<file path="src/slc_way_search.sv">
// ----------------------------------------------------------------------------
// slc_way_search: tag match and free-way search over one set
// reports the highest matching way and the highest invalid way in use
// ----------------------------------------------------------------------------
module slc_way_search #(
  parameter int WAYS  = 8,
  parameter int TAG_W = 32,
  localparam int WAY_W = (WAYS > 1) ? $clog2(WAYS) : 1
) (
  input  logic [TAG_W-1:0] req_tag,
  input  logic [TAG_W-1:0] tags [WAYS],
  input  logic [WAYS-1:0]  valid,
  input  logic [WAYS-1:0]  active,
  output logic             hit,
  output logic [WAY_W-1:0] hit_way,
  output logic             inv,
  output logic [WAY_W-1:0] inv_way
);

  always_comb begin
    hit     = 1'b0;
    hit_way = '0;
    inv     = 1'b0;
    inv_way = '0;
    // ascending scan, last one found wins
    for (int w = 0; w < WAYS; w++) begin
      if (active[w] && valid[w] && (tags[w] == req_tag)) begin
        hit     = 1'b1;
        hit_way = WAY_W'(w);
      end
      if (active[w] && !valid[w]) begin
        inv     = 1'b1;
        inv_way = WAY_W'(w);
      end
    end
  end

endmodule

</file>
<file path="config.mk">
export PLATFORM = sky130hd
export DESIGN_NAME = slc_way_search
export DESIGN_NICKNAME = d
export VERILOG_FILES = /design/src/slc_way_search.sv
export SDC_FILE = /design/constraint.sdc
export NUM_CORES = 1
export LEC_CHECK = 0
export BUFFER_PORTS_ARGS = -buffer_cell sky130_fd_sc_hd__buf_4
export CAP_MARGIN = 20
export CORE_MARGIN = 10
export CORE_UTILIZATION = 30
export DETAILED_ROUTE_END_ITERATION = 10
export GPL_TIMING_DRIVEN = 0
export PLACE_DENSITY = 0.7
export SYNTH_ARGS = -nofsm -noshare
export SYNTH_HDL_FRONTEND = slang
export SYNTH_SLANG_ARGS = --single-unit
export TNS_END_PERCENT = 5
</file>
<file path="constraint.sdc">
create_clock -name vclk -period 2.2
set_input_delay 0.44 -clock vclk [all_inputs]
set_output_delay 0.44 -clock vclk [all_outputs]
set_load 0.01 [all_outputs]
</file>
==> reports/results.ini <==
[yosys]
yosys_warnings=0
avgSynthCellArea_um2=8.033
seq_area_frac_synth_pct=0
synth_adder_area_share_pct=0
synth_mux_area_share_pct=0
synth_xor_area_share_pct=69.11
synth_nets=716
netlist.area_leader.share_pct=34.67
synth.distinct_cells=28
synth.top_cells.by_area=xor2_1 35%, xnor2_1 31%, nor4_1 6.6%
syn-cell-area_um2=3309
yosys.area_share.simple_pct=20.11
synth-compound-area-share_pct=2.495
synth.largest_area_cell=xor2_1
syn_inst=412
synth_top_family_by_area=XOR/XNOR gates

[layout]
syn_to_final_growth_pct=88.92
nFlopsAndLatches=0
nNetsFinal=1014
postLayoutCoreUtil_pct=57.68
clock_buffers=0
fillers=991
antenna_cells=0
drive_above_1_share_pct=53.11
seqCellArea_um2=0
design_area_um2=6252

[drt]
first_pass_iters=5
drt-initial-drc-count=270
vias=4330
wire_per_inst_um=25.09
ant_nets=0
drc=0
drt_wl_total_um=21270
viasPerCell=5.106

[place]
placed_cell_area_um2=5610
io_buffers=280
pre_cts_slack_ns=-0.9475
dp_hpwl_um=17890
gp_congestion=0.9523

[worst_setup_path]
cp-start-kind=primary input
critPathCaptureType=primary output
critPathSlowestCell=or4_4
crit_required_ns=1.76
cpPeakStageDelay_ns=0.57
path_class=in -> out
cp_cell_sequence=buf_8 -> xnor2_2 -> nand3_1 -> or4_4 -> nor3_4 -> a21oi_2 -> o311ai_2 -> buf_4
cp_max_fo=8
critPathArrivalTime_ns=2.17

[flow_run]
maxCapViolations=0

[floorplanning]
die_h_um=125.0
num_rows=38
fp.dieArea_um2=15630
fp.coreArea_um2=10840
start_util_pct=30.53
io_pins=312
die_x_um=125.0

[global_routing]
grt_pass1_wl_um=29240
grt_pass1_vias=4693
antenna_found_initial=0
grt_overflow=0
track_usage_pct=24.10
grt_max_degree=9

[sta]
min_period_ns=2.611
tightest_slew_ns=0.4339
setup_viol=4
fmax_mhz=383.0
finalMaxSlewViolations=0
relSlewSlack_pct=70.83
rsz0062_at_grt=yes
fin_crit_sh_pct=118.7
hold_viol=0
setup_slack_ns=-0.4108

[outcome]
status=finished with violations
violations=negative setup slack

[min_path]
hold_depth=3
min_path_type=in -> out

[power]
power_density_nw_per_um2=200.8
p_leak_nw=2.801
irDropWorstVdd_mv=0.1469
finalPower_mw=1.255

[clock_network]
ctsHoldBuffers=0

through the flow:
step	setup TNS, ns	instances	hold slack, ns
6_report	-1.403	848	1.211
5_1_grt	-1.667	848	1.241
4_1_cts	-1.393	833	1.211
3_5_place_dp	-3.030	832	1.211
3_3_place_gp	-3.050	832	1.203
2_1_floorplan	-0.2469	412	1.017
placed cells by master (no fill, tap or decap), drive strengths merged, types with 2 or more instances in the layout:
| cell type | Yosys | routed |
|---|---|---|
| o2bb2ai | 2 | 2 |
| nand2 | 3 | 3 |
| a21oi | 3 | 3 |
| buf | 32 | 328 |
| nand4 | 34 | 34 |
| nor2b | 2 | 2 |
| xor2 | 131 | 131 |
| nor2 | 2 | 2 |
| xnor2 | 125 | 125 |
| nor3 | 6 | 6 |
| inv | 5 | 5 |
| nand3 | 14 | 14 |
| or4 | 5 | 5 |
| nor4 | 36 | 36 |
| nand2b | 3 | 3 |
| o21ai | 2 | 2 |
Yosys cell counts:
library cell	n
a21oi_1	3
a2bb2oi_1	1
a31oi_1	1
a41oi_1	1
and3_1	1
buf_2	15
buf_4	3
buf_6	14
inv_1	5
nand2_1	3
nand2b_1	3
nand3_1	14
nand4_1	34
nor2_1	2
nor2b_1	2
nor3_1	2
nor3_2	4
nor4_1	35
nor4_2	1
o21ai_0	2
o2bb2ai_1	2
o311ai_1	1
o31ai_1	1
or2b_1	1
or4_1	5
xnor2_1	119
xnor2_2	6
xor2_1	131
worst paths after layout:
path / start / end / slack (ns)
setup / recovery: req_tag[22] / hit_way[0] / -0.41
hold / removal: active[7] / inv_way[0] / 1.21
critical path: cells and delay by family:
family / cells / cell delay, ns
compound gates: 2 / 0.33
xor+xnor: 1 / 0.14
buf+inv: 2 / 0.32
simple gates: 3 / 0.93
cell type report:
class              instances  area [um2]  share of cell area, %
well taps                140       175.2                  2.802
inverters                  5       18.77                 0.3002
repair buffers           296        2242                  35.86
multi-input cells        375        3381                  54.07
plain buffers             32       435.4                  6.964
kinds of logic after synthesis:
family,after synthesis
XOR/XNOR,256
AND/OR/NAND/NOR,107
buffers and inverters,37
AO/OA/AOI/OAI,12
power breakdown:
group          switching [mW]  total [mW]  internal, mW
registers                   0           0             0
logic                   0.535        1.26         0.720
clock network               0           0             0
total                   0.535        1.26         0.720
layer usage:
metal  part of all wire, %  wire [um]  track usage [%]
met1                    37       7870            27.30
met2                    51      10830            44.21
met5                     0          0                0
met3                    10       2158            6.844
met4                   1.9        412            4.065
timing repair:
item	CTS	global route
resized for setup	46	50
buffers inserted	1	15
pin swaps	13	25
setup endpoints to repair	4	4
(Power assumes the default switching activity.)
