<file path="config.mk">
export PLATFORM = sky130hd
export DESIGN_NAME = slc_row_mem
export DESIGN_NICKNAME = d
export VERILOG_FILES = /design/src/slc_row_mem.sv
export SDC_FILE = /design/constraint.sdc
export NUM_CORES = 1
export LEC_CHECK = 0
export BUFFER_PORTS_ARGS = -buffer_cell sky130_fd_sc_hd__buf_2
export CAP_MARGIN = 30
export CELL_PAD_IN_SITES_DETAIL_PLACEMENT = 1
export CELL_PAD_IN_SITES_GLOBAL_PLACEMENT = 1
export CORE_ASPECT_RATIO = 0.8
export CORE_MARGIN = 5
export CORE_UTILIZATION = 50
export CTS_CLUSTER_SIZE = 25
export DETAILED_ROUTE_END_ITERATION = 6
export PLACE_DENSITY_LB_ADDON = 0.1
export SYNTH_ARGS = -nofsm -noshare
export SYNTH_HDL_FRONTEND = slang
export SYNTH_SLANG_ARGS = --single-unit
</file>
<file path="constraint.sdc">
create_clock -name clk -period 1.8 [get_ports clk]
set_input_delay 0.09 -clock clk [delete_from_list [all_inputs] [get_ports clk]]
set_output_delay 0.09 -clock clk [all_outputs]
set_load 0.005 [all_outputs]
</file>
<file path="src/slc_row_mem.sv">
// ----------------------------------------------------------------------------
// slc_row_mem: single-port-write, single-port-read set memory
// one row per set, registered read data held until the next read
// ----------------------------------------------------------------------------
module slc_row_mem #(
  parameter int DEPTH = 64,
  parameter int WIDTH = 8,
  localparam int AW = (DEPTH > 1) ? $clog2(DEPTH) : 1
) (
  input  logic             clk,
  input  logic             we,
  input  logic [AW-1:0]    waddr,
  input  logic [WIDTH-1:0] wdata,
  input  logic             re,
  input  logic [AW-1:0]    raddr,
  output logic [WIDTH-1:0] rdata
);

  logic [WIDTH-1:0] mem [DEPTH];
  logic [WIDTH-1:0] rdata_r;

  always_ff @(posedge clk) begin
    if (we) begin
      mem[waddr] <= wdata;
    end
  end

  always_ff @(posedge clk) begin
    if (re) begin
      rdata_r <= mem[raddr];
    end
  end

  assign rdata = rdata_r;

endmodule

</file>
==> results.yml <==
status:
  outcome: "finished with violations"
  violations: "negative setup slack"
setup_path:
  slowest_stage: "sky130_fd_sc_hd__mux4_2"
  crit_path_start: "mem[51][3]"
  critical_path_peak_fanout: 1
  critical_path_arrival_ps: 2250
  timing.critical_path.cells: "mux4_2 -> mux4_2 -> o21ai_2 -> o41ai_1"
  endpoint: "rdata[3]"
  cp_num_cells: 4
  reg2reg_slack_ps: -160
  crit_required_ps: 2100
  r2r-end: "rdata[3]"
  ff_to_ff_path_depth: 4
  worstSetupPathType: "flop to flop"
  cpPeakStageDelay_ps: 530
  critical_path.n_buffers_inverters: 0
  crit_path_start_kind: "flop"
  crit_path_end_kind: "flop"
  crit_top_cell: "sky130_fd_sc_hd__mux4_2"
  critical_path.reg2reg.startpoint: "mem[51][3]"
  cell_type_group_with_the_largest_total_delay_on_the_critical_path: "multiplexers"
timing:
  timing.clock.skew_ps: 16.9
  fin_hold_ws_ps: 47.2
  setup_viol: 8
  setup_slack_of_the_critical_path_after_layout_ps: -158
  achievable_frequency_mhz: 511
  final_number_of_hold_violating_endpoints: 0
  rsz0062_at_grt: "true"
  timing.final.crit_period_ps: 1960
  final_min_period_over_clock_period_pct: 109
  finalMaxSlewViolations: 0
  worst_slew_pin_slew_ps: 813
  max-slew-margin-rel_pct: 45.8
detailed_routing:
  wire_per_inst_um: 28.7
  initialDrtViolationCount: 1054
  drtAntennaViolNets: 0
  number_of_remaining_drc_errors: 0
  vias: 10100
  drt_first_pass_iters: 4
  detail_route.vias_per_cell: 5.91
  route.final.wire_length_um: 49200
synth:
  yosysUniqueCellTypes: 39
  post_synth_inst_count: 940
  synth_fp_nets: 963
  number_of_synthesized_flops_with_an_enable_pin: 520
  postSynthRegisterBits: 520
  syn-mean-instance-area_um2: 21.5
  synthesized_cell_area_um2: 20200
  synthesis.yosys.warnings: 0
  synth_ff_type: "sky130_fd_sc_hd__edfxtp_1"
  seq_area_frac_synth_pct: 77.1
  synth_async_sr_flop_share_pct: 0
floorplan:
  rows: 66
  core_area_um2: 40300
  initial_utilization_pct: 50.2
  die_w_um: 235
  dieArea_um2: 44600
  die-height_um: 190
  io_pins: 31
global_routing:
  first_global_vias: 10700
  grt_pass1_wl_um: 73500
  number_of_antenna_violations_at_the_first_check_in_global_routing: 0
  grtUsageTotal_pct: 22.3
  largest_net_degree_at_the_start_of_global_routing: 65
  grt_remaining_overflow: 0
cts:
  cts_inserted_buffers: 51
  tritoncts_num_sinks: 520
  cts_buffer_depth: 3
  clock_tree_from_tritoncts: "built"
  clkLatencyLatePin_ps: 570
  clock-root-buffer: "sky130_fd_sc_hd__clkbuf_16"
  cts_max_level: 2
  clock_slew_seen_by_the_registers_of_the_worst_setup_and_hold_paths_ps: 60
  cts_setup_buffers: 0
cells_and_area:
  layout-area-overhead-vs-synth_pct: 18.1
  layout.cells.most_common_list: "520 x sky130_fd_sc_hd__edfxtp_1, 141 x sky130_fd_sc_hd__buf_4, 126 x sky130_fd_sc_hd__mux4_2"
  finish.utilization_pct: 59.3
  insertedDiodeCount: 0
  final_nets: 1156
  mostFrequentLayoutCell: "sky130_fd_sc_hd__edfxtp_1"
  final_cell_area_um2: 23900
  post_route_cells_drive_above_1_share_pct: 34.9
power:
  cell_internal_power_uw: 19700
  pwr-share-comb_pct: 5.9
  sw_frac_of_total_pct: 20.9
  vdd_ir_drop_max_uv: 809
  power.share.sequential_pct: 54.0
  pwr-share-clk_pct: 40.1
  leakagePower_uw: 0.00778
  power_switching_uw: 5220
  power_density_nw_per_um2: 1040
hold_path:
  hp-class: "input pin to flop"
placed_design:
  detailedPlacementHpwl_um: 33000
  place.gp.congestion: 0.809
  postPlaceCellArea_um2: 22200
  count_of_buffers_inserted_at_the_top_level_ports: 30
flow_run:
  maxCapViolations: 0
-- per-layer routing --
| metal | GRT usage [%] | routed length [µm] | up-vias |
|---|---|---|---|
| met5 | 0 | 0 | - |
| met4 | 3.95 | 666 | 0 |
| met3 | 3.94 | 3150 | 56 |
| met2 | 34.2 | 22800 | 324 |
| met1 | 34.8 | 22600 | 5447 |
| li1 | - | - | 4321 |
-- how the worst min path moves through the flow --
| stage | endpoint | start | slack, ps | cells past startpoint |
|---|---|---|---|---|
| floorplan | mem[0][0] | wdata[0] | 190 | 0 |
| CTS | mem[63][4] | wdata[4] | 30 | 1 |
| global placement | rdata[6] | re | 480 | 1 |
| detailed placement | rdata[6] | re | 480 | 1 |
| finish | mem[57][4] | wdata[4] | 50 | 1 |
| global route | mem[57][4] | wdata[4] | 40 | 1 |
-- cells by family (layout without fill, tap and decap cells) --
kind of cell / Yosys count / after routing / share of synthesized area, %
AOI/OAI and AO/OA: 54 / 54 / 2.06
DFF: 520 / 520 / 77.1
buffers and inverters: 51 / 284 / 1.56
muxes: 162 / 162 / 15.9
and+or+nand+nor: 153 / 153 / 3.37
-- sequential cells by signal (all words and copies together), names as in the netlist --
| name | cells |
|---|---|
| mem | 512 |
| rdata | 8 |
-- power groups by stage --
stage | Clock [µW] | Combinational (µW) | Sequential (µW)
floorplan | 0 | 722 | 13700
global placement | 0 | 1390 | 13700
detailed placement | 0 | 1450 | 13700
CTS | 10200 | 1490 | 13500
global route | 10800 | 1580 | 13500
finish | 10000 | 1480 | 13500
-- synthesized netlist by cell type (all sizes together), types with 2 or more instances --
cell type  number  area share (%)
o21a            2           0.074
mux2           13            0.72
o2bb2ai         3            0.13
nand3b          3            0.11
mux2i          23             1.1
o221ai          8            0.35
o2111ai         3            0.13
nor4            2           0.062
a2111oi         2           0.087
a221oi          6            0.26
o41ai           2           0.087
o221a           2            0.11
o22ai           8            0.25
nand4           2           0.062
edfxtp        520              77
nand2          19            0.35
o32ai           2           0.087
nor3            7            0.17
mux4          126              14
nor2b          14            0.43
nand3          13            0.32
clkbuf         17            0.32
nand2b          7            0.22
a211oi          4            0.15
o21ai           4           0.099
a21oi           3           0.074
nor2           83             1.5
a22oi           3            0.11
buf            34             1.2
-- what timing repair did --
item / CTS / global route
endpoints found under the setup margin: 8 / 8
resized for setup: 21 / 6
hold endpoints to repair: 55 / 0
pin swaps: 5 / 2
hold buffers: 3 / 0
-- metrics by stage --
step / total power, µW / instances / setup TNS [ps] / setup WS, ps
2_1_floorplan: 14400 / 940 / 0 / 4.13
3_3_place_gp: 15100 / 1616 / -3130 / -469
3_5_place_dp: 15200 / 1621 / -3310 / -495
4_1_cts: 25100 / 1717 / -1050 / -164
5_1_grt: 25900 / 1717 / -1290 / -189
6_report: 25000 / 1717 / -934 / -158
-- cell type report --
type	count	area [µm²]
Fill cell	3476	16400
Sequential cell	520	15600
Multi-Input combinational cell	369	4450
Timing Repair Buffer	191	1620
Clock buffer	70	1390
Tap cell	544	681
Clock inverter	23	151
Note: power is estimated with default switching activity, not from simulation.
