===== src/slc_pkg.sv =====
// ----------------------------------------------------------------------------
// slc_pkg: shared constants and types of the lru cache hit tracker
// holds config register codes, reset values, field widths and fsm encoding
// ----------------------------------------------------------------------------
package slc_pkg;

  localparam int STAMP_W    = 32;
  localparam int OFF_W      = 4;
  localparam int IDX_W      = 3;
  localparam int NWAY_W     = 4;
  localparam int CFG_IDX_W  = 2;
  localparam int CFG_DATA_W = 4;
  localparam int OUT_WAY_W  = 3;

  // config register indexes
  localparam logic [CFG_IDX_W-1:0] CFG_OFFSET_BITS = 2'd0;
  localparam logic [CFG_IDX_W-1:0] CFG_INDEX_BITS  = 2'd1;
  localparam logic [CFG_IDX_W-1:0] CFG_WAYS_IN_USE = 2'd2;

  // config reset values
  localparam logic [OFF_W-1:0]  OFFSET_BITS_RST = 4'd4;
  localparam logic [IDX_W-1:0]  INDEX_BITS_RST  = 3'd6;
  localparam logic [NWAY_W-1:0] WAYS_IN_USE_RST = 4'd8;

  typedef enum logic [4:0] {
    ST_CLEAR  = 5'b00001,
    ST_IDLE   = 5'b00010,
    ST_LOOK   = 5'b00100,
    ST_REDUCE = 5'b01000,
    ST_WRITE  = 5'b10000
  } state_t;

endpackage


===== src/slc_lru_reduce.sv =====
// ----------------------------------------------------------------------------
// slc_lru_reduce: oldest-stamp search over one set
// pairwise min tree folded in place, one tree level per cycle
// ----------------------------------------------------------------------------
module slc_lru_reduce import slc_pkg::*; #(
  parameter int WAYS = 8,
  localparam int WAY_W = (WAYS > 1) ? $clog2(WAYS) : 1
) (
  input  logic               clk,
  input  logic               rst_n,
  input  logic               start,
  input  logic [STAMP_W-1:0] stamps [WAYS],
  input  logic [WAYS-1:0]    active,
  output logic               done,
  output logic [WAY_W-1:0]   way
);

  localparam int LVLS  = (WAYS > 1) ? $clog2(WAYS) : 0;
  localparam int PW    = 1 << LVLS;
  localparam int CNT_W = (LVLS > 0) ? $clog2(LVLS + 1) : 1;

  logic [STAMP_W-1:0] stp_r   [PW];
  logic [STAMP_W-1:0] stp_nxt [PW];
  logic [WAY_W-1:0]   way_r   [PW];
  logic [WAY_W-1:0]   way_nxt [PW];
  logic [PW-1:0]      ok_r, ok_nxt;
  logic [CNT_W-1:0]   cnt_r, cnt_nxt;

  assign done = (cnt_r == CNT_W'(LVLS));
  assign way  = way_r[0];

  always_comb begin
    stp_nxt = stp_r;
    way_nxt = way_r;
    ok_nxt  = ok_r;
    cnt_nxt = cnt_r;
    if (start) begin
      ok_nxt = '0;
      for (int i = 0; i < WAYS; i++) begin
        stp_nxt[i] = stamps[i];
        way_nxt[i] = WAY_W'(i);
        ok_nxt[i]  = active[i];
      end
      cnt_nxt = '0;
    end else if (!done) begin
      // left entry holds lower ways, so it keeps ties
      for (int i = 0; i < PW / 2; i++) begin
        if (!ok_r[2*i+1] || (ok_r[2*i] && !(stp_r[2*i+1] < stp_r[2*i]))) begin
          stp_nxt[i] = stp_r[2*i];
          way_nxt[i] = way_r[2*i];
          ok_nxt[i]  = ok_r[2*i];
        end else begin
          stp_nxt[i] = stp_r[2*i+1];
          way_nxt[i] = way_r[2*i+1];
          ok_nxt[i]  = ok_r[2*i+1];
        end
      end
      cnt_nxt = cnt_r + 1'b1;
    end
  end

  always_ff @(posedge clk) begin
    stp_r <= stp_nxt;
    way_r <= way_nxt;
    ok_r  <= ok_nxt;
  end

  always_ff @(posedge clk) begin
    if (!rst_n) begin
      cnt_r <= CNT_W'(LVLS);
    end else begin
      cnt_r <= cnt_nxt;
    end
  end

endmodule


===== config.mk =====
export PLATFORM = sky130hd
export DESIGN_NAME = slc_lru_reduce
export DESIGN_NICKNAME = d
export VERILOG_FILES = /design/src/slc_pkg.sv /design/src/slc_lru_reduce.sv
export SDC_FILE = /design/constraint.sdc
export NUM_CORES = 1
export LEC_CHECK = 0
export BUFFER_PORTS_ARGS = -buffer_cell sky130_fd_sc_hd__buf_4
export CAP_MARGIN = 20
export CELL_PAD_IN_SITES_DETAIL_PLACEMENT = 1
export CELL_PAD_IN_SITES_GLOBAL_PLACEMENT = 1
export CORE_MARGIN = 2
export CORE_UTILIZATION = 36
export CTS_CLUSTER_DIAMETER = 150
export DETAILED_ROUTE_END_ITERATION = 10
export GPL_ROUTABILITY_DRIVEN = 1
export PLACE_DENSITY = 0.79
export SETUP_SLACK_MARGIN = 0.1
export SLEW_MARGIN = 10
export SYNTH_ARGS = -nofsm -noshare
export SYNTH_HDL_FRONTEND = slang
export SYNTH_SLANG_ARGS = --single-unit

===== constraint.sdc =====
create_clock -name clk -period 5.73 [get_ports clk]
set_input_delay 1.146 -clock clk [delete_from_list [all_inputs] [get_ports clk]]
set_output_delay 1.146 -clock clk [all_outputs]
set_load 0.01 [all_outputs]

==> results.md <==
- Status: finished clean
- Post-synthesis sequential area ratio: 0.5680
- Hold Path Sink: way_r[16]
- Hold Vio Cnt, Final: 0
- Area growth, synth to finish: 24.78%
- Final critical-path required period: 3.490 ns
- Site row count: 73
- Clk_lat worst skew: 0.57 ns
- Xor-xnor portion of the synthesized cell area: 0.0006091
- Post-synthesis compound-gate area fraction: 0.1929
- WL met1: 19190 um
- Post-synth top area share: 0.5513
- Initial Utilization: 0.3636
- RSZ-0062 raised after global routing: false
- Switching Share: 0.2837
- Worst Tran Pin Value: 1.032 ns
- Hold_buf cts: 0
- Max_slew headroom: 0.3119
- Htree depth: 1
- Synth Register Bits: 276
- Fin. max-slew vios: 0
- Clk buf depth: 3
- Setup ws final: 2.240 ns
- Post-synthesis mux area share: 0.02645
- Total CTS buffers: 31
- Fillers: 4178
- Reg2reg end: stp_r[149]
- EDFF count, synth: 264
- # DRC: 0
- Placed cell areas: 16910 sq um
- Final instance area: 17940 sq um
- Area leader, netlist: edfxtp_1
- Cell Pwr Density: 326.3 nW/um^2
- Initial DRT Pass Iterations: 5
- Clk_skew: 0.009907 ns
- Largest net degree at the start of global routing: 109
- Finished Layout Cells: 1982
- Clock slew at reported path FFs: 0.06 ns
- Die area: 41560 sq um
- Worst r2r src: stp_r[58]
- Worst R2R Setup Slack: 2.55 ns
- WHS Path Cells: 2
- Worst hold path type: register to register
- Worst Path Max Fanout: 108
- Number of post-CTS setup repair buffers: 0
- Power Total: 5.856 mW
- Die width: 203.9 um
- CORE AREA: 39550 sq um
- DIE HEIGHT: 203.9 um
- Commonest non-fill, non-tap cell in the layout: buf_4
- Clock power frac: 0.331
- DR vias: 10850
- Share of cells above drive strength 1: 0.2674
- Hpwl dp: 34910 um
- Total congestion overflow: 0
- Leading cell types in the layout, fill and taps excluded: buf_4 (286), edfxtp_1 (264), inv_1 (133)
- WL per Instance: 23.38 um
- Simple-gate area share of the yosys netlist: 0.04498
- Max-Cap Viols: 0
- Post-Syn Area: 14380 sq um
- GR Util All Layers: 0.2176
- Required time of the worst setup path: 5.99 ns
- Cell Chain, Critical Path: buf_8, clkinv_2, nand2_4, buf_16, buf_4
- GPL Wtd Cong: 0.8577
- Max Freq: 0.2865 GHz
- Worst r2r path cells: 9
- CTS tree: yes
- Vias in the first global route: 11770
- Slowest cell on the critical path: clkinv_2
- Arrival time worst endpoint: 3.75 ns
- Final ANT Viol Nets: 0
- Setup TNS: 0 ns
- Comb power frac: 0.203
- Pleak: 7.491 nW
- Syn Nets: 1565
- Final period util: 0.6091
- PortBufs: 270
- Worst hold slack: 0.4542 ns
- Max Used Layer: met5
- Main synth FF type: edfxtp_1
- Setup crit end kind: register
- Final setup viols: 0
- Psw: 1.661 mW
- Initial antenna violation count: 12
- Reg power frac: 0.467
- Post-Place Cells: 1915
- Vias per cell: 5.474
- Initial drt markers: 831
- Global-route wire length before repair: 68900 um
- Crit start category: input port
- Met2 WL post-DR: 23250 um
- Worst hold path startpoint: way_r[16]
- IO Count: 271
- Post-Synth Adder-Cell Area: 0.1088
- Final WL: 46340 um
- Clk root buf: clkbuf_16
- Syn Area/Cell: 12.26 sq um
- Final Core Density: 0.4537
- Final nets: 1816
- Area contributors post-synth: edfxtp_1 (55%), ha_1 (11%), a2bb2oi_1 (5.8%)
- Post_cts resized: 0
- Dpl ws: 1.355 ns
- Max IR drop VDD: 0.2145 mV
- Async set-or-reset flop fraction in the synthesized netlist: 0
- Critical path class: input port to register
- Largest family of logic cells by synthesized area: compound AO/OA/AOI/OAI gates
- Crit-path max cell delay: 0.71 ns
- Syn. warnings: 0
- Met3 wire len: 2017 um
- Int Pwr: 4.195 mW
- Cells after Synth: 1173
- Post-synth cell types: 61
- Num Clock Sinks: 276
area by class of cell:
type / count / area [sq um] / area share
sequential: 276 / 8168 / 0.4552
multi-input combinational: 693 / 5421 / 0.3021
timing repair buffer: 288 / 2190 / 0.1220
clock buffer: 38 / 812.0 / 0.04525
tap: 525 / 656.9 / 0.03661
inverter: 134 / 504.2 / 0.02810
clock inverter: 18 / 166.4 / 0.009274
antenna: 10 / 25.02 / 0.001395
synthesized netlist by cell type, types with 2 or more instances:
master and count:
edfxtp_1 264, inv_1 133, ha_1 125, o21ai_0 122, a31oi_1 100, a2bb2oi_1 96, nand2_1 44, a21oi_1 40
clkbuf_1 38, mux2_2 32, buf_2 19, nor2_1 16, nand3_1 13, dfxtp_1 12, nand4_1 10, and4_1 9
a21o_1 8, clkbuf_2 6, nor3_1 6, o311ai_1 5, a221oi_1 4, buf_6 4, o211ai_1 4, a211oi_1 3
buf_4 3, nand2b_1 3, nand3b_1 3, nor2b_1 3, o21bai_1 3, o32a_1 3, a2111oi_2 2, a21boi_0 2
a2bb2oi_2 2, a32o_1 2, a32oi_1 2, mux2i_1 2, nor4_1 2, o21a_1 2, o2bb2ai_1 2, or2_2 2
or3_1 2
cells by family after synthesis:
logic type | Yosys count
multiplexers | 34
AND/OR/NAND/NOR | 120
XOR/XNOR | 1
flip-flops | 276
AO/OA/AOI/OAI | 413
buffers and inverters | 204
adder cells (fa/ha/maj) | 125
state kept, by name (all words and copies together) (netlist names):
register / flops
stp_r: 256
ok_r: 8
way_r: 7
way: 3
cnt_r: 2
power by group through the flow:
| stage | clock [mW] | sequential, mW | combinational [mW] |
|---|---|---|---|
| 2_1_floorplan | 0 | 2.66 | 0.737 |
| 3_3_place_gp | 0 | 2.76 | 1.10 |
| 3_5_place_dp | 0 | 2.77 | 1.17 |
| 4_1_cts | 1.98 | 2.73 | 1.19 |
| 5_1_grt | 2.04 | 2.75 | 1.33 |
| 6_report | 1.94 | 2.73 | 1.19 |
how the worst max path moves through the flow:
stage | from | end | slack (ns) | cells after the start
after floorplan | start | ok_r[1] | 1.34 | 4
after global placement | start | stp_r[142] | 1.48 | 4
after detailed placement | start | stp_r[142] | 1.36 | 4
after CTS | start | stp_r[135] | 1.94 | 4
after global routing | start | stp_r[141] | 1.95 | 5
final | start | stp_r[129] | 2.24 | 5
routing by layer:
metal	up-vias	global-route usage
li1	5044	-
met1	5406	0.2660
met2	309	0.3780
met3	87	0.03348
met4	4	0.09958
met5	-	0
worst max-delay path: cells and delay by family:
family        cells  cell delay, ns
buf+inv           4            1.86
simple gates      1            0.66
(Power assumes the default switching activity.)
